## src/rtl/core/linked_queue_manager_core_defines.svh

```systemverilog
// Assertion macros for the linked queue manager core
`ifndef LINKED_QUEUE_MANAGER_CORE_DEFINES_SVH
`define LINKED_QUEUE_MANAGER_CORE_DEFINES_SVH

// same-cycle implication
`define LQM_ASSERT_NOW(lbl, clk, rst_n, ante, cons, msg) \
	lbl: assert property (@(posedge clk) disable iff (!rst_n) (ante) |-> (cons)) \
		else $error(msg);

// next-cycle implication
`define LQM_ASSERT_NEXT(lbl, clk, rst_n, ante, cons, msg) \
	lbl: assert property (@(posedge clk) disable iff (!rst_n) (ante) |=> (cons)) \
		else $error(msg);

`endif

```

## src/rtl/core/lqm_pkg.sv

```systemverilog
// Shared constants and types of the linked queue manager
`timescale 1ns / 1ps
`default_nettype none

package lqm_pkg;

	localparam int NUM_ELEMENTS_DEF = 16;
	localparam int NUM_QUEUES_DEF   = 4;

	localparam logic KIND_APPEND = 1'b0;
	localparam logic KIND_REMOVE = 1'b1;

	typedef enum logic [1:0] {
		STATUS_OK     = 2'd0,
		STATUS_QUEUED = 2'd1,
		STATUS_EMPTY  = 2'd2,
		STATUS_NOT_IN = 2'd3
	} lqm_status_t;

	typedef enum logic [2:0] {
		ST_CLEAR,
		ST_IDLE,
		ST_CHECK,
		ST_APP_TAIL,
		ST_APP_LINK,
		ST_REM_LINK,
		ST_DONE
	} lqm_state_t;

endpackage

`default_nettype wire

```

## src/rtl/core/lqm_ram.sv

```systemverilog
// Generic single-write, single-read RAM with registered read data
`timescale 1ns / 1ps
`default_nettype none

module lqm_ram #(
	parameter int Width = 8,
	parameter int Depth = 16,
	localparam int AddrW = (Depth > 1) ? $clog2(Depth) : 1
) (
	input  wire logic             clk,
	input  wire logic             we,
	input  wire logic [AddrW-1:0] waddr,
	input  wire logic [Width-1:0] wdata,
	input  wire logic [AddrW-1:0] raddr,
	output logic      [Width-1:0] rdata
);

	logic [Width-1:0] mem_q [Depth];

	always_ff @(posedge clk) begin
		if (we) begin
			mem_q[waddr] <= wdata;
		end
		rdata <= mem_q[raddr];
	end

endmodule

`default_nettype wire

```

## src/rtl/core/linked_queue_manager_core.sv

```systemverilog
// Top level of the linked queue manager: circular doubly linked queues over a slot pool
//
// Input channel (in_valid / in_ready) carries one command word: kind (append or
// remove), queue_id and elem_index. Output channel (out_valid / out_ready)
// returns one result word per command: status, queue_len, head_index and
// head_valid of the named queue after the command.
// Links, ownership and per-queue state live in four single-port-pair RAMs that
// a small sequencer drives from its states.
// After the accepting edge the sequencer goes from ST_CHECK to ST_DONE for
// errors and append to an empty queue, through ST_REM_LINK for remove, and
// through ST_APP_TAIL (tail lookup) and ST_APP_LINK (second link write) for
// append to a non-empty queue, the longest case; ST_DONE loads the output
// register. A new word is taken in the cycle after the result is loaded.
// After reset the block sweeps max(NUM_ELEMENTS, NUM_QUEUES) entries clearing
// the ownership and queue RAMs, with in_ready low.
// A finished result sits in the output register while in_ready is high again;
// if the receiver stalls, the next result waits in the sequencer until the
// output register is free.
`timescale 1ns / 1ps
`default_nettype none

`include "linked_queue_manager_core_defines.svh"

module linked_queue_manager_core #(
	parameter int NUM_ELEMENTS = lqm_pkg::NUM_ELEMENTS_DEF,
	parameter int NUM_QUEUES   = lqm_pkg::NUM_QUEUES_DEF,
	localparam int ElemW  = $clog2(NUM_ELEMENTS),
	localparam int QueueW = (NUM_QUEUES > 1) ? $clog2(NUM_QUEUES) : 1,
	localparam int CountW = $clog2(NUM_ELEMENTS + 1)
) (
	input  wire logic              clk,
	input  wire logic              arst_n,
	input  wire logic              in_valid,
	output logic                   in_ready,
	input  wire logic              kind,
	input  wire logic [QueueW-1:0] queue_id,
	input  wire logic [ElemW-1:0]  elem_index,
	output logic                   out_valid,
	input  wire logic              out_ready,
	output logic [1:0]             status,
	output logic [CountW-1:0]      queue_len,
	output logic [ElemW-1:0]       head_index,
	output logic                   head_valid
);

	localparam int ClrDepth = (NUM_ELEMENTS > NUM_QUEUES) ? NUM_ELEMENTS : NUM_QUEUES;
	localparam int ClrW     = $clog2(ClrDepth);
	localparam int OwnW     = 1 + QueueW;
	localparam int QstW     = 1 + ElemW + CountW;

	lqm_pkg::lqm_state_t state_q, state_d;

	logic [ClrW-1:0]   clr_q;
	logic              kind_q;
	logic [QueueW-1:0] qid_q;
	logic [ElemW-1:0]  elem_q;
	logic [ElemW-1:0]  head_q;
	logic [CountW-1:0] cnt_q;

	lqm_pkg::lqm_status_t res_status_q;
	logic [CountW-1:0]    res_size_q;
	logic [ElemW-1:0]     res_head_q;
	logic                 res_hv_q;

	logic                 out_valid_q;
	lqm_pkg::lqm_status_t out_status_q;
	logic [CountW-1:0]    out_size_q;
	logic [ElemW-1:0]     out_head_q;
	logic                 out_hv_q;

	logic              nxt_we, prv_we, own_we, qst_we;
	logic [ElemW-1:0]  nxt_waddr, nxt_wdata, nxt_raddr, nxt_rdata;
	logic [ElemW-1:0]  prv_waddr, prv_wdata, prv_raddr, prv_rdata;
	logic [ElemW-1:0]  own_waddr;
	logic [OwnW-1:0]   own_wdata, own_rdata;
	logic [QueueW-1:0] qst_waddr;
	logic [QstW-1:0]   qst_wdata, qst_rdata;

	logic              q_ok, e_ok;
	logic              rd_ne, rd_lk;
	logic [ElemW-1:0]  rd_head;
	logic [CountW-1:0] rd_cnt;
	logic [QueueW-1:0] rd_ow;
	logic              app_bad, rem_bad, out_load, clr_last;
	logic              rm_is_head, rm_last, rm_ne;
	logic [ElemW-1:0]  rm_head;
	logic [CountW-1:0] rm_cnt;

	lqm_ram #(.Width(ElemW), .Depth(NUM_ELEMENTS)) u_nxt_ram (
		.clk(clk), .we(nxt_we), .waddr(nxt_waddr), .wdata(nxt_wdata),
		.raddr(nxt_raddr), .rdata(nxt_rdata)
	);

	lqm_ram #(.Width(ElemW), .Depth(NUM_ELEMENTS)) u_prv_ram (
		.clk(clk), .we(prv_we), .waddr(prv_waddr), .wdata(prv_wdata),
		.raddr(prv_raddr), .rdata(prv_rdata)
	);

	lqm_ram #(.Width(OwnW), .Depth(NUM_ELEMENTS)) u_own_ram (
		.clk(clk), .we(own_we), .waddr(own_waddr), .wdata(own_wdata),
		.raddr(elem_index), .rdata(own_rdata)
	);

	lqm_ram #(.Width(QstW), .Depth(NUM_QUEUES)) u_qst_ram (
		.clk(clk), .we(qst_we), .waddr(qst_waddr), .wdata(qst_wdata),
		.raddr(queue_id), .rdata(qst_rdata)
	);

	assign rd_ne   = qst_rdata[QstW-1];
	assign rd_head = qst_rdata[CountW +: ElemW];
	assign rd_cnt  = qst_rdata[CountW-1:0];
	assign rd_lk   = own_rdata[QueueW];
	assign rd_ow   = own_rdata[QueueW-1:0];

	assign q_ok     = (qid_q <= QueueW'(NUM_QUEUES - 1));
	assign e_ok     = (elem_q <= ElemW'(NUM_ELEMENTS - 1));
	assign app_bad  = !e_ok || rd_lk;
	assign rem_bad  = !e_ok || !rd_lk || (rd_ow != qid_q);
	assign out_load = (state_q == lqm_pkg::ST_DONE) && (!out_valid_q || out_ready);
	assign clr_last = (clr_q == ClrW'(ClrDepth - 1));

	assign rm_is_head = (head_q == elem_q);
	assign rm_last    = (nxt_rdata == elem_q);
	assign rm_ne      = !(rm_is_head && rm_last);
	assign rm_head    = rm_is_head ? (rm_last ? '0 : nxt_rdata) : head_q;
	assign rm_cnt     = (cnt_q != '0) ? (cnt_q - CountW'(1)) : cnt_q;

	always_comb begin
		state_d = state_q;
		unique case (state_q)
			lqm_pkg::ST_CLEAR: begin
				if (clr_last) begin
					state_d = lqm_pkg::ST_IDLE;
				end
			end
			lqm_pkg::ST_IDLE: begin
				if (in_valid) begin
					state_d = lqm_pkg::ST_CHECK;
				end
			end
			lqm_pkg::ST_CHECK: begin
				priority if (!q_ok) begin
					state_d = lqm_pkg::ST_DONE;
				end else if (kind_q == lqm_pkg::KIND_APPEND) begin
					state_d = (!app_bad && rd_ne) ? lqm_pkg::ST_APP_TAIL : lqm_pkg::ST_DONE;
				end else begin
					state_d = (rd_ne && !rem_bad) ? lqm_pkg::ST_REM_LINK : lqm_pkg::ST_DONE;
				end
			end
			lqm_pkg::ST_APP_TAIL: state_d = lqm_pkg::ST_APP_LINK;
			lqm_pkg::ST_APP_LINK: state_d = lqm_pkg::ST_DONE;
			lqm_pkg::ST_REM_LINK: state_d = lqm_pkg::ST_DONE;
			lqm_pkg::ST_DONE: begin
				if (out_load) begin
					state_d = lqm_pkg::ST_IDLE;
				end
			end
			default: state_d = lqm_pkg::ST_IDLE;
		endcase
	end

	always_comb begin
		in_ready  = 1'b0;
		nxt_we    = 1'b0;
		nxt_waddr = elem_q;
		nxt_wdata = elem_q;
		prv_we    = 1'b0;
		prv_waddr = elem_q;
		prv_wdata = elem_q;
		own_we    = 1'b0;
		own_waddr = elem_q;
		own_wdata = {1'b1, qid_q};
		qst_we    = 1'b0;
		qst_waddr = qid_q;
		qst_wdata = {1'b1, elem_q, rd_cnt + CountW'(1)};
		nxt_raddr = elem_q;
		prv_raddr = (kind_q == lqm_pkg::KIND_APPEND) ? rd_head : elem_q;
		unique case (state_q)
			lqm_pkg::ST_CLEAR: begin
				own_we    = (clr_q <= ClrW'(NUM_ELEMENTS - 1));
				own_waddr = clr_q[ElemW-1:0];
				own_wdata = '0;
				qst_we    = (clr_q <= ClrW'(NUM_QUEUES - 1));
				qst_waddr = clr_q[QueueW-1:0];
				qst_wdata = '0;
			end
			lqm_pkg::ST_IDLE: begin
				in_ready = 1'b1;
			end
			lqm_pkg::ST_CHECK: begin
				if (q_ok && kind_q == lqm_pkg::KIND_APPEND && !app_bad && !rd_ne) begin
					nxt_we = 1'b1;
					prv_we = 1'b1;
					own_we = 1'b1;
					qst_we = 1'b1;
				end
			end
			lqm_pkg::ST_APP_TAIL: begin
				nxt_we    = 1'b1;
				nxt_waddr = prv_rdata;
				prv_we    = 1'b1;
				prv_wdata = prv_rdata;
				own_we    = 1'b1;
				qst_we    = 1'b1;
				qst_wdata = {1'b1, head_q, cnt_q + CountW'(1)};
			end
			lqm_pkg::ST_APP_LINK: begin
				nxt_we    = 1'b1;
				nxt_wdata = head_q;
				prv_we    = 1'b1;
				prv_waddr = head_q;
			end
			lqm_pkg::ST_REM_LINK: begin
				nxt_we    = 1'b1;
				nxt_waddr = prv_rdata;
				nxt_wdata = nxt_rdata;
				prv_we    = 1'b1;
				prv_waddr = nxt_rdata;
				prv_wdata = prv_rdata;
				own_we    = 1'b1;
				own_wdata = {1'b0, qid_q};
				qst_we    = 1'b1;
				qst_wdata = {rm_ne, rm_head, rm_cnt};
			end
			lqm_pkg::ST_DONE: begin
			end
			default: begin
			end
		endcase
	end

	always_ff @(posedge clk or negedge arst_n) begin
		if (!arst_n) begin
			state_q     <= lqm_pkg::ST_CLEAR;
			clr_q       <= '0;
			out_valid_q <= 1'b0;
		end else begin
			state_q <= state_d;
			if (state_q == lqm_pkg::ST_CLEAR) begin
				clr_q <= clr_q + ClrW'(1);
			end
			if (out_load) begin
				out_valid_q <= 1'b1;
			end else if (out_ready) begin
				out_valid_q <= 1'b0;
			end
		end
	end

	always_ff @(posedge clk) begin
		if (in_valid && in_ready) begin
			kind_q <= kind;
			qid_q  <= queue_id;
			elem_q <= elem_index;
		end
		if (state_q == lqm_pkg::ST_CHECK) begin
			head_q <= rd_head;
			cnt_q  <= rd_cnt;
			priority if (!q_ok) begin
				res_status_q <= lqm_pkg::STATUS_EMPTY;
				res_size_q   <= '0;
				res_head_q   <= '0;
				res_hv_q     <= 1'b0;
			end else if (kind_q == lqm_pkg::KIND_APPEND && !app_bad && !rd_ne) begin
				res_status_q <= lqm_pkg::STATUS_OK;
				res_size_q   <= rd_cnt + CountW'(1);
				res_head_q   <= elem_q;
				res_hv_q     <= 1'b1;
			end else begin
				priority if (kind_q == lqm_pkg::KIND_APPEND) begin
					res_status_q <= app_bad ? lqm_pkg::STATUS_QUEUED : lqm_pkg::STATUS_OK;
				end else if (!rd_ne) begin
					res_status_q <= lqm_pkg::STATUS_EMPTY;
				end else begin
					res_status_q <= rem_bad ? lqm_pkg::STATUS_NOT_IN : lqm_pkg::STATUS_OK;
				end
				res_size_q <= rd_cnt;
				res_head_q <= rd_ne ? rd_head : '0;
				res_hv_q   <= rd_ne;
			end
		end
		if (state_q == lqm_pkg::ST_APP_TAIL) begin
			res_size_q <= cnt_q + CountW'(1);
			res_head_q <= head_q;
			res_hv_q   <= 1'b1;
		end
		if (state_q == lqm_pkg::ST_REM_LINK) begin
			res_size_q <= rm_cnt;
			res_head_q <= rm_ne ? rm_head : '0;
			res_hv_q   <= rm_ne;
		end
		if (out_load) begin
			out_status_q <= res_status_q;
			out_size_q   <= res_size_q;
			out_head_q   <= res_head_q;
			out_hv_q     <= res_hv_q;
		end
	end

	assign out_valid  = out_valid_q;
	assign status     = out_status_q;
	assign queue_len  = out_size_q;
	assign head_index = out_head_q;
	assign head_valid = out_hv_q;

	`LQM_ASSERT_NEXT(a_accept_to_check, clk, arst_n, in_valid && in_ready, state_q == lqm_pkg::ST_CHECK, "accepted word did not start a check")
	`LQM_ASSERT_NEXT(a_done_holds, clk, arst_n, (state_q == lqm_pkg::ST_DONE) && out_valid_q && !out_ready, state_q == lqm_pkg::ST_DONE, "result left sequencer while output stalled")
	`LQM_ASSERT_NOW(a_empty_size, clk, arst_n, out_valid && !head_valid, queue_len == '0, "empty queue reports nonzero size")
	`LQM_ASSERT_NOW(a_empty_head, clk, arst_n, out_valid && !head_valid, head_index == '0, "empty queue reports nonzero head")

endmodule

`default_nettype wire
```

## config.mk

```make
export PLATFORM = sky130hd
export DESIGN_NAME = linked_queue_manager_core
export DESIGN_NICKNAME = d
export VERILOG_FILES = /design/src/rtl/core/lqm_pkg.sv /design/src/rtl/core/lqm_ram.sv /design/src/rtl/core/linked_queue_manager_core.sv
export VERILOG_INCLUDE_DIRS = /design/src /design/src/rtl/core
export SDC_FILE = /design/constraint.sdc
export NUM_CORES = 1
export LEC_CHECK = 0
export BUFFER_PORTS_ARGS = -buffer_cell sky130_fd_sc_hd__clkbuf_2
export CAP_MARGIN = 20
export CELL_PAD_IN_SITES_DETAIL_PLACEMENT = 1
export CELL_PAD_IN_SITES_GLOBAL_PLACEMENT = 1
export CORE_MARGIN = 2
export CORE_UTILIZATION = 58
export DETAILED_ROUTE_END_ITERATION = 10
export HOLD_SLACK_MARGIN = 0.02
export PLACE_DENSITY_LB_ADDON = 0.05
export SKIP_LAST_GASP = 1
export SYNTH_ARGS = -nofsm -noshare
export SYNTH_HDL_FRONTEND = slang
export SYNTH_HIERARCHICAL = 1
export SYNTH_SLANG_ARGS = --single-unit
```

## constraint.sdc

```tcl
create_clock -name clk -period 4.4 [get_ports clk]
set_clock_uncertainty 0.1 [all_clocks]
set_input_delay 0.22 -clock clk [delete_from_list [all_inputs] [get_ports clk]]
set_output_delay 0.22 -clock clk [all_outputs]
set_load 0.01 [all_outputs]
```

[Yosys cells after proc, flatten, opt, wreduce, memory -nomap -nowiden]
Memories as Yosys holds them, arrays and structs flattened. A register that Yosys moved wholly into a read port is not among the register bits.
Index checks and enable logic that the tools add are counted.
Storage, ports and cells
  register bits after elaboration: 48
  RAM bits: 216
  input port bits: 11
  output and inout bits: 14
  logic and storage cells: 127
  memories kept: 4
Memories
  u_nxt_ram.mem_q: words 16, bits a word 4, rd ports 1, clocked after memory_dff 1, wr ports 1, RTL line lqm_ram.sv:18  | logic [Width-1:0] mem_q [Depth];
  u_prv_ram.mem_q: words 16, bits a word 4, rd ports 1, clocked after memory_dff 1, wr ports 1, RTL line lqm_ram.sv:18
  u_own_ram.mem_q: words 16, bits a word 3, rd ports 1, clocked after memory_dff 1, wr ports 1, RTL line lqm_ram.sv:18
  u_qst_ram.mem_q: words 4, bits a word 10, rd ports 1, clocked after memory_dff 1, wr ports 1, RTL line lqm_ram.sv:18
Cells by class
  add/subtract/negate cells: 4
  $lt $le $gt $ge: 4
  eq/ne operators: 13
  multiplexer cells: 53
  bitwise operators: 2
  reduce and logical (&&, ||, !) cells: 30
Operators by type and width (number)
  4-bit two-way mux: 12
  5-bit two-way mux: 6
  10-bit one-hot mux with 3 select lines: 1
  3-bit two-way mux: 6
  3-bit one-hot mux with 6 select lines: 1
  1-bit two-way mux: 16
  2-bit two-way mux: 6
  5-bit by 1-bit adder with 5-bit output, second input constant: 2
  1-bit logical AND: 10
  3-bit == test, second input constant: 3
  4-bit == test: 2
  4-bit less-or-equal comparator, second input constant: 2
  4-bit one-hot mux with 2 select lines: 1
  1-bit zero test: 7
  3-bit by 2-bit == test with 1-bit output, second input constant: 2
  2-bit != test, second input constant: 3
  1-bit one-hot mux with 3 select lines: 2
  3-bit one-hot mux with 2 select lines: 1
  2-bit OR reduction: 3
  5-bit nonzero test: 1
  5-bit by 1-bit subtractor with 5-bit output, second input constant: 1
  4-bit by 1-bit adder with 4-bit output, second input constant: 1
  4-bit == test, second input constant: 1
  4-bit by 2-bit less-or-equal comparator with 1-bit output, second input constant: 1
  other kinds (11): 15

[Longest topological paths before layout]
Gate-level depths: netlist (run 1).
  depth in word-level cells: 11
  mapped depth: 8

[Modules after synthesis]
The synthesis (run 1) kept the hierarchy.
Modules (own cells, without submodules)
  lqm_ram (u_nxt_ram ...): instances 2, cells each 130, area an instance 2666.3 um^2
  linked_queue_manager_core: instances 1, cells each 275, area an instance 2875.3 um^2
  lqm_ram (u_own_ram): instances 1, cells each 103, area an instance 2011.9 um^2
  lqm_ram (u_qst_ram): instances 1, cells each 66, area an instance 1674.1 um^2

[Worst setup path before layout (run 1)]
Ideal clock, no wire load.
  path kind: reg-to-reg
  from: register state_q[0]
  to: memory u_prv_ram/mem_q[15][0] in the netlist's numbering (enable)
  arrival: 2505 ps
  required time: 3969 ps
  slack: 1464 ps
  stages on the path, launching flop included: 7
  buffers on the path: 2
  cells stage by stage: dfrtp_1 -> buf_2 -> buf_1 -> mux2i_1 -> o21ai_0 -> nand2_1 -> nor2_1
On the way
  elaborated cells on any way between the ends: 9
RTL lines
  start: declaration: RTL line linked_queue_manager_core.sv:51  | lqm_pkg::lqm_state_t state_q, state_d;
  start signal: assignment: RTL line linked_queue_manager_core.sv:234  | state_q <= lqm_pkg::ST_CLEAR;
  start signal: assignment: RTL line linked_queue_manager_core.sv:238  | state_q <= state_d;
  3-bit == test
  4-bit one-hot mux with 2 select lines *
  named net nxt_wdata[0]: RTL line linked_queue_manager_core.sv:72  | logic [ElemW-1:0] nxt_waddr, nxt_wdata, nxt_raddr, nxt_rdata;
  end: declaration: RTL line lqm_ram.sv:18
The timed path passes the listed nets; every way through them passes the cells marked *.

[Worst setup path in the final report (run 1)]
  from: register state_q[2]
  to: memory u_nxt_ram/mem_q[0][1] in the netlist's numbering (enable)
On the way
  elaborated cells on any way between the ends: 10
RTL lines
  3-bit by 2-bit == test with 1-bit output / 3-bit == test (equally long branches): RTL line linked_queue_manager_core.sv:178  | unique case (state_q)
  2-bit OR reduction (no line) *
  4-bit two-way mux *: RTL line linked_queue_manager_core.sv:178
  named net nxt_waddr[2]: RTL line linked_queue_manager_core.sv:72
  end: declaration: RTL line lqm_ram.sv:18
Marks and branches as above.

==> out/qor.csv, run 1 <==
stage,metric,value,unit
outcome,status,completed,
flow_run,maxCapViolations,0,
worst_setup_path,crit_type,reg -> reg,
floorplan,rows,52,
logic_synthesis,ys_seq_area_share,69.9,%
drt,antenna_left,0,
power_and_ir_drop,power,8.91,mW
floorplan,die_h,147,µm
drt,drtIter0Drc,468,
worst_setup_path,regToRegSetupSlack,790,ps
sta,finalSetupViolations,0,
worst_hold_path,hold_path_class,in -> reg,
worst_hold_path,hold_path_end,qid_q[1]$_DFFE_PP_,
finish,layout_commonest_cell,edfxtp_1,
drt,viasPerCell,6.31,
sta,rsz0062_at_grt,no,
logic_synthesis,synth_area,0.0119,mm²
placement,hpwlAfterDp,18100,µm
drt,first_pass_iters,7,
placement,dpl-instance-area,0.0122,mm²
cts,cts_resized,0,
drt,wl,27700,µm
worst_setup_path,cp_max_fo,21,
logic_synthesis,synthFlopType,edfxtp_1,
floorplan,die_w,147,µm
finish,fin_cells,1040,
cts,cts-root-buf,clkbuf_16,
sta,slew-limit-headroom,30.1,%
sta,hold_violations,0,
logic_synthesis,syn_nets,719,
worst_setup_path,cp-start-kind,register,
floorplan,ios,25,
worst_setup_path,end_kind,register,
cts,clock_path_buffers,3,
logic_synthesis,async_flop_share,2.81,%
cts,cts_tree,yes,
drt,num_vias,6566,
floorplan,core-area,0.0202,mm²
sta,worst_pin_slew,1040,ps
finish,antenna_cells,0,
finish,most-common-layout-cells,"256 x edfxtp_1, 56 x nand2_1, 53 x nor2_1",
floorplan,die-area,0.0217,mm²
grt,overflow,0,
grt,antenna_found_initial,0,
finish,syn_to_final_growth,12.4,%
logic_synthesis,synth_seq_cells,285,
cts,clkLatencyLatePin,560,ps
cts,clk_pin_slew,70,ps
worst_setup_path,worstPathRequired,4490,ps
logic_synthesis,ys_top_cells_by_area,"edfxtp_1 65%, mux4_1 8.0%, dfxtp_1 3.5%",
sta,setup_tns,0,ps
finish,final_cell_area,0.0134,mm²
placement,routabilityCongestion,0.868,
sta,min_period_over_period,82.1,%
placement,pre_cts_ws,834,ps
worst_setup_path,worst-r2r-cell-count,5,
worst_setup_path,arrival,3700,ps
logic_synthesis,yosysUniqueCellTypes,60,
logic_synthesis,synthDominantCellAreaShare,64.6,%
worst_setup_path,r2r_start,state_q[2]$_DFFE_PN0P_,
sta,layout_min_cycle_time,3610,ps
cts,cts_buffers,30,
grt,grt_pass1_wl,42000,µm
sta,fin_ws,786,ps
logic_synthesis,synth_edf_count,256,
grt,grt_max_degree,25,
logic_synthesis,yosysTopAreaCell,edfxtp_1,
finish,drive_gt1_share,16.2,%
power_and_ir_drop,power_density,666,mW/mm²
worst_setup_path,r2r_end,u_nxt_ram/mem_q[0][1]$_DFFE_PP_,
power_and_ir_drop,leakagePower,4.58,nW
power_and_ir_drop,ir_drop,0.445,mV
logic_synthesis,synth.avg_cell_area,16.9,µm²
worst_hold_path,min_from,queue_id[1],
placement,dp_cells,974,
grt,grt_pass1_vias,6908,
drt,wire_per_inst,26.6,µm
drt,drc,0,
sta,maxSlewViolCount,0,
grt,grtUsageTotal,25.8,%
sta,clock.fmax,0.277,GHz
cts,cts-htree-levels,1,
logic_synthesis,synthCells,704,
placement,numPortBuffers,24,
logic_synthesis,ys_warn_count,6,
floorplan,start_util,59.0,%
cts,cts.sinks,285,
finish,nets,761,
worst_hold_path,hold_depth,1,
-- where the power goes --
part           switching (mW)  total, mW  internal [mW]  leakage [nW]
registers               0.308       4.13           3.82          2.60
logic                    1.41       2.10          0.691          1.47
clock network            1.04       2.69           1.65         0.519
total                    2.75       8.91           6.16          4.58
-- routing by layer --
metal	share of wire, %	vias up	track usage, %
met5	0	-	0
met4	3.0	0	7.36
met3	4.5	57	3.17
met2	51	219	45.1
met1	41	3398	34.6
li1	-	2892	-
-- worst max-delay path by stage --
stage,startpoint,endpoint,slack (ps),cells after the start
5_1_grt,state_q[2]$_DFFE_PN0P_,u_nxt_ram/mem_q[0][1]$_DFFE_PP_,520,5
2_1_floorplan,state_q[0]$_DFFE_PN0P_,u_prv_ram/mem_q[15][0]$_DFFE_PP_,1460,6
3_3_place_gp,state_q[2]$_DFFE_PN0P_,u_nxt_ram/mem_q[0][0]$_DFFE_PP_,1100,5
6_report,state_q[2]$_DFFE_PN0P_,u_nxt_ram/mem_q[0][1]$_DFFE_PP_,790,5
3_5_place_dp,state_q[2]$_DFFE_PN0P_,u_nxt_ram/mem_q[0][1]$_DFFE_PP_,830,5
4_1_cts,state_q[2]$_DFFE_PN0P_,u_nxt_ram/mem_q[0][1]$_DFFE_PP_,820,5
-- worst max-delay path: stages, from the launching register on --
cell and delay [ps]:
dfrtp_1 700, nand3b_1 370, nand2_1 450, mux2_2 570, or3b_2 580, nor3_1 460
-- cells in the mapped netlist, types with 2 or more instances --
master	count
nor2b_1	8
a211o_1	2
a221o_1	7
clkbuf_1	11
or3_1	4
nand2b_1	10
inv_1	4
o21a_1	3
o22a_1	2
buf_1	3
o22ai_1	2
or3b_2	3
edfxtp_1	256
nor3_1	15
buf_6	6
o21ai_0	14
nor3_2	3
ha_1	4
nor3b_1	3
xor2_1	7
xnor2_1	15
nand2_1	56
mux4_2	18
dfxtp_1	21
nand3_1	31
a21oi_1	9
a31oi_1	2
a21boi_0	3
and3_1	4
mux2_2	9
mux4_1	36
a22oi_1	15
nor2_1	53
and2_1	2
nand4_1	2
mux2i_1	6
buf_12	2
and3b_1	5
buf_2	12
nand3b_1	9
dfrtp_1	8
-- per-stage QoR --
stage,hold slack [ps],utilization (%)
floorplan,-176,-
global placement,-8.85,60.5
detailed placement,-8.89,60.5
CTS,34.6,66.2
global route,57.7,66.3
finish,57.8,66.3
-- state kept, by name, indices dropped and copies added (netlist names), 5 cells and up --
| register | flops |
|---|---|
| queue_len | 5 |
| u_prv_ram/mem_q | 64 |
| u_own_ram/mem_q | 48 |
| cnt_q | 5 |
| u_qst_ram/mem_q | 40 |
| u_qst_ram/rdata | 10 |
| res_size_q | 5 |
| u_nxt_ram/mem_q | 64 |
-- what timing repair did --
action                    CTS  global route
hold buffers                7             0
hold endpoints to repair   16             0
buffers inserted            0             0
-- layout make-up --
type | instances | area (µm²)
fill | 1724 | 6800
clock buffer | 35 | 800
inverter | 4 | 15.0
sequential | 285 | 8310
timing repair buffer | 45 | 295
tap | 270 | 338
multi-input combinational | 380 | 3350
clock inverter | 21 | 272
-- cells by family after synthesis --
| logic type | count (synthesis) | share of synthesized area, % |
|---|---|---|
| simple gates | 213 | 9.00 |
| mux | 69 | 12.7 |
| xor+xnor | 22 | 1.62 |
| compound gates | 72 | 4.37 |
| buf+inv | 39 | 2.02 |
| flops | 285 | 69.9 |
| fa+ha+maj | 4 | 0.421 |
(Power assumes the default switching activity.)
==> run 2, diff against run 1 <==
--- a/config.mk
+++ b/config.mk
@@ -6,12 +6,13 @@
 export SDC_FILE = /design/constraint.sdc
 export NUM_CORES = 1
 export LEC_CHECK = 0
+export ABC_AREA = 1
 export BUFFER_PORTS_ARGS = -buffer_cell sky130_fd_sc_hd__clkbuf_2
 export CAP_MARGIN = 20
 export CELL_PAD_IN_SITES_DETAIL_PLACEMENT = 1
 export CELL_PAD_IN_SITES_GLOBAL_PLACEMENT = 1
 export CORE_MARGIN = 2
-export CORE_UTILIZATION = 58
+export CORE_UTILIZATION = 50
 export DETAILED_ROUTE_END_ITERATION = 10
 export HOLD_SLACK_MARGIN = 0.02
 export PLACE_DENSITY_LB_ADDON = 0.05
==> constraint.sdc (replaced) <==
create_clock -name clk -period 3.6 [get_ports clk]
set_clock_uncertainty 0.1 [all_clocks]
set_input_delay 0.18 -clock clk [delete_from_list [all_inputs] [get_ports clk]]
set_output_delay 0.18 -clock clk [all_outputs]
set_load 0.01 [all_outputs]
==> out/qor.csv, run 2 <==
stage,metric,value,unit
placement,dp_cells,1643,
floorplan,die_w,165,µm
sta,finalSetupViolations,0,
logic_synthesis,async_flop_share,2.81,%
worst_setup_path,crit_type,reg -> reg,
worst_setup_path,cp_max_fo,19,
worst_setup_path,worst_path_max_delay_cell,dfrtp_1,
power_and_ir_drop,power_density,787,mW/mm²
sta,hold_violations,0,
logic_synthesis,synth_edf_count,256,
logic_synthesis,synth-compound-area-share,2.63,%
logic_synthesis,synthCells,1305,
cts,cts_tree,yes,
logic_synthesis,ys_top_cells_by_area,"edfxtp_1 60%, nand2_1 11%, nand3_1 6.9%",
sta,worst_pin_slew,736,ps
finish,multiInputGateArea,0.00333,mm²
cts,cts.sinks,285,
finish,layout_commonest_cell,nand2_1,
worst_hold_path,hold_path_class,in -> reg,
floorplan,rows,58,
sta,rsz0062_at_grt,no,
grt,grt_max_degree,38,
floorplan,die-area,0.0271,mm²
cts,clock_path_buffers,3,
placement,routabilityCongestion,0.814,
cts,cts_buffers,29,
outcome,status,completed,
finish,fillers,2866,
cts,clk_pin_slew,60,ps
placement,dpl-instance-area,0.0133,mm²
cts,cts-htree-levels,1,
finish,reg_top3,"u_nxt_ram/mem_q (64), u_prv_ram/mem_q (64), u_own_ram/mem_q (48)",
cts,postCtsSetupBuffers,0,
placement,hpwlAfterDp,21500,µm
sta,clock.fmax,0.367,GHz
sta,layout_min_cycle_time,2720,ps
grt,grtUsageTotal,24.1,%
sta,slew-limit-headroom,50.4,%
flow_run,maxCapViolations,0,
drt,wl,31600,µm
grt,grt_pass1_vias,9299,
finish,nets,1367,
worst_setup_path,path_cells,nor2_1 > nand2_1 > nand2_1 > inv_1 > nand2_1 > o221ai_1 > buf_4 > inv_1 > nand2_1 > nor2_1,
logic_synthesis,yosysTopAreaCell,edfxtp_1,
drt,first_pass_iters,5,
worst_setup_path,critPathBufInv,3,
power_and_ir_drop,leakagePower,6.22,nW
logic_synthesis,synthSimpleGateAreaFrac,21.9,%
logic_synthesis,synth_most_common_cell,nand2_1,
logic_synthesis,synthFlopType,edfxtp_1,
finish,register_area,0.00831,mm²
logic_synthesis,synthMuxAreaShare,0,%
finish,most-common-layout-cells,"387 x nand2_1, 256 x edfxtp_1, 224 x inv_1",
sta,maxSlewViolCount,0,
logic_synthesis,ys_warn_count,6,
sta,min_period_over_period,75.6,%
logic_synthesis,synth_top_family_by_area,simple AND/OR/NAND/NOR gates,
grt,antenna_found_initial,0,
worst_setup_path,max_stage_delay,470,ps
finish,drive_gt1_share,8.51,%
finish,fin_cells,1705,
drt,num_vias,8902,
cts,clkLatencyLatePin,560,ps
worst_setup_path,critPathMostFrequentCell,nand2_1,
grt,grt_pass1_wl,49800,µm
logic_synthesis,yosysUniqueCellTypes,38,
worst_setup_path,critPathTopFamily,simple AND/OR/NAND/NOR gates,
finish,antenna_cells,0,
floorplan,die_h,165,µm
power_and_ir_drop,ir_drop,0.448,mV
cts,cts-root-buf,clkbuf_16,
drt,drc,0,
logic_synthesis,synth_area,0.0129,mm²
logic_synthesis,synth-adder-area-share,0.388,%
logic_synthesis,ys_seq_area_share,64.5,%
floorplan,ios,25,
drt,antenna_left,0,
worst_setup_path,cp-start-kind,register,
finish,final_cell_area,0.0143,mm²
worst_setup_path,end_kind,register,
logic_synthesis,synth.avg_cell_area,9.88,µm²
finish,syn_to_final_growth,11.1,%
worst_setup_path,arrival,2850,ps
logic_synthesis,synthXorXnorAreaFrac,0.883,%
logic_synthesis,synthDominantCellAreaShare,59.6,%
drt,drtIter0Drc,688,
logic_synthesis,synth_seq_cells,285,
placement,numPortBuffers,24,
floorplan,start_util,51.0,%
floorplan,core-area,0.0253,mm²
sta,setup_tns,0,ps
worst_setup_path,worstPathRequired,3730,ps
grt,overflow,0,
drt,viasPerCell,5.22,
logic_synthesis,synthTopCellsByCount,"387 x nand2_1, 256 x edfxtp_1, 224 x inv_1",
logic_synthesis,syn_nets,1320,
drt,wire_per_inst,18.5,µm
[run 2: cell count changes in the layout (fill, tap and decap cells not counted), moves of 15 or more]
cell / change
a22oi_1: -15
inv_1: +220
mux4_1: -36
nand3_1: +147
mux4_2: -18
nand2_1: +331
nor2_1: +20
[run 2: repair_timing]
action                    4_1_cts  5_1_grt
resized for setup               0        0
hold buffers                    8        0
hold endpoints to repair       22        0
[run 2: stage by stage]
| step | hold WS, ps | setup slack [ps] | power (mW) | utilization, % |
|---|---|---|---|---|
| final | 69.2 | 877 | 11.3 | 56.7 |
| after global routing | 69.6 | 695 | 11.8 | 56.7 |
| after CTS | 36.0 | 905 | 11.4 | 56.7 |
| after detailed placement | -31.1 | 891 | 8.30 | 52.6 |
| after global placement | -39.8 | 1040 | 8.17 | 52.5 |
| after floorplan | -216 | 885 | 7.05 | - |
[run 2: power by group]
group	switching, mW	total, mW	internal [mW]
combinational	2.41	3.20	0.790
clock	1.22	3.02	1.80
sequential	0.271	5.04	4.77
[run 2: worst min-delay path: stages]
cell,delay (ps)
clkbuf_2,120
inv_1,60
nor2_1,150
[run 2: logic make-up after synthesis]
logic type,count (synthesis)
compound gates,60
xor+xnor,13
fa+ha+maj,4
buf+inv,278
flops,285
simple gates,665
[run 2: layout make-up]
type                    instances  area share [%]
clock buffers                  43            5.79
clock inverters                11           0.944
inverters                     238            6.40
multi-input cells             742            23.3
flip-flops and latches        285            58.0
well taps                     330            2.88
repair buffers                 56            2.68
[run 2: path summary, 6_finish.rpt]
| check | start | to | slack [ps] | depth (start not counted) |
|---|---|---|---|---|
| max | state_q[0]$_DFFE_PN0P_ | u_prv_ram/mem_q[1][0]$_DFFE_PP_ | 880 | 10 |
| min | in_valid | kind_q$_DFFE_PP_ | 70 | 3 |
| max reg2reg | state_q[0]$_DFFE_PN0P_ | u_prv_ram/mem_q[1][0]$_DFFE_PP_ | 880 | 10 |
| min reg2reg | res_size_q[2]$_DFFE_PP_ | queue_len[2]$_DFFE_PP_ | 320 | 0 |
| max in group asynchronous | arst_n | clr_q[3]$_DFFE_PN0P_ | 2510 | 3 |
| min in group asynchronous | arst_n | clr_q[0]$_DFFE_PN0P_ | 570 | 3 |
[run 2: layer usage]
layer / vias to the layer above / part of all wire, % / global-route usage [%]
met5: - / 0 / 0
met4: 0 / 2.3 / 5.85
met3: 52 / 3.0 / 2.61
met2: 143 / 49 / 42.1
met1: 4398 / 45 / 32.4
li1: 4309 / - / -
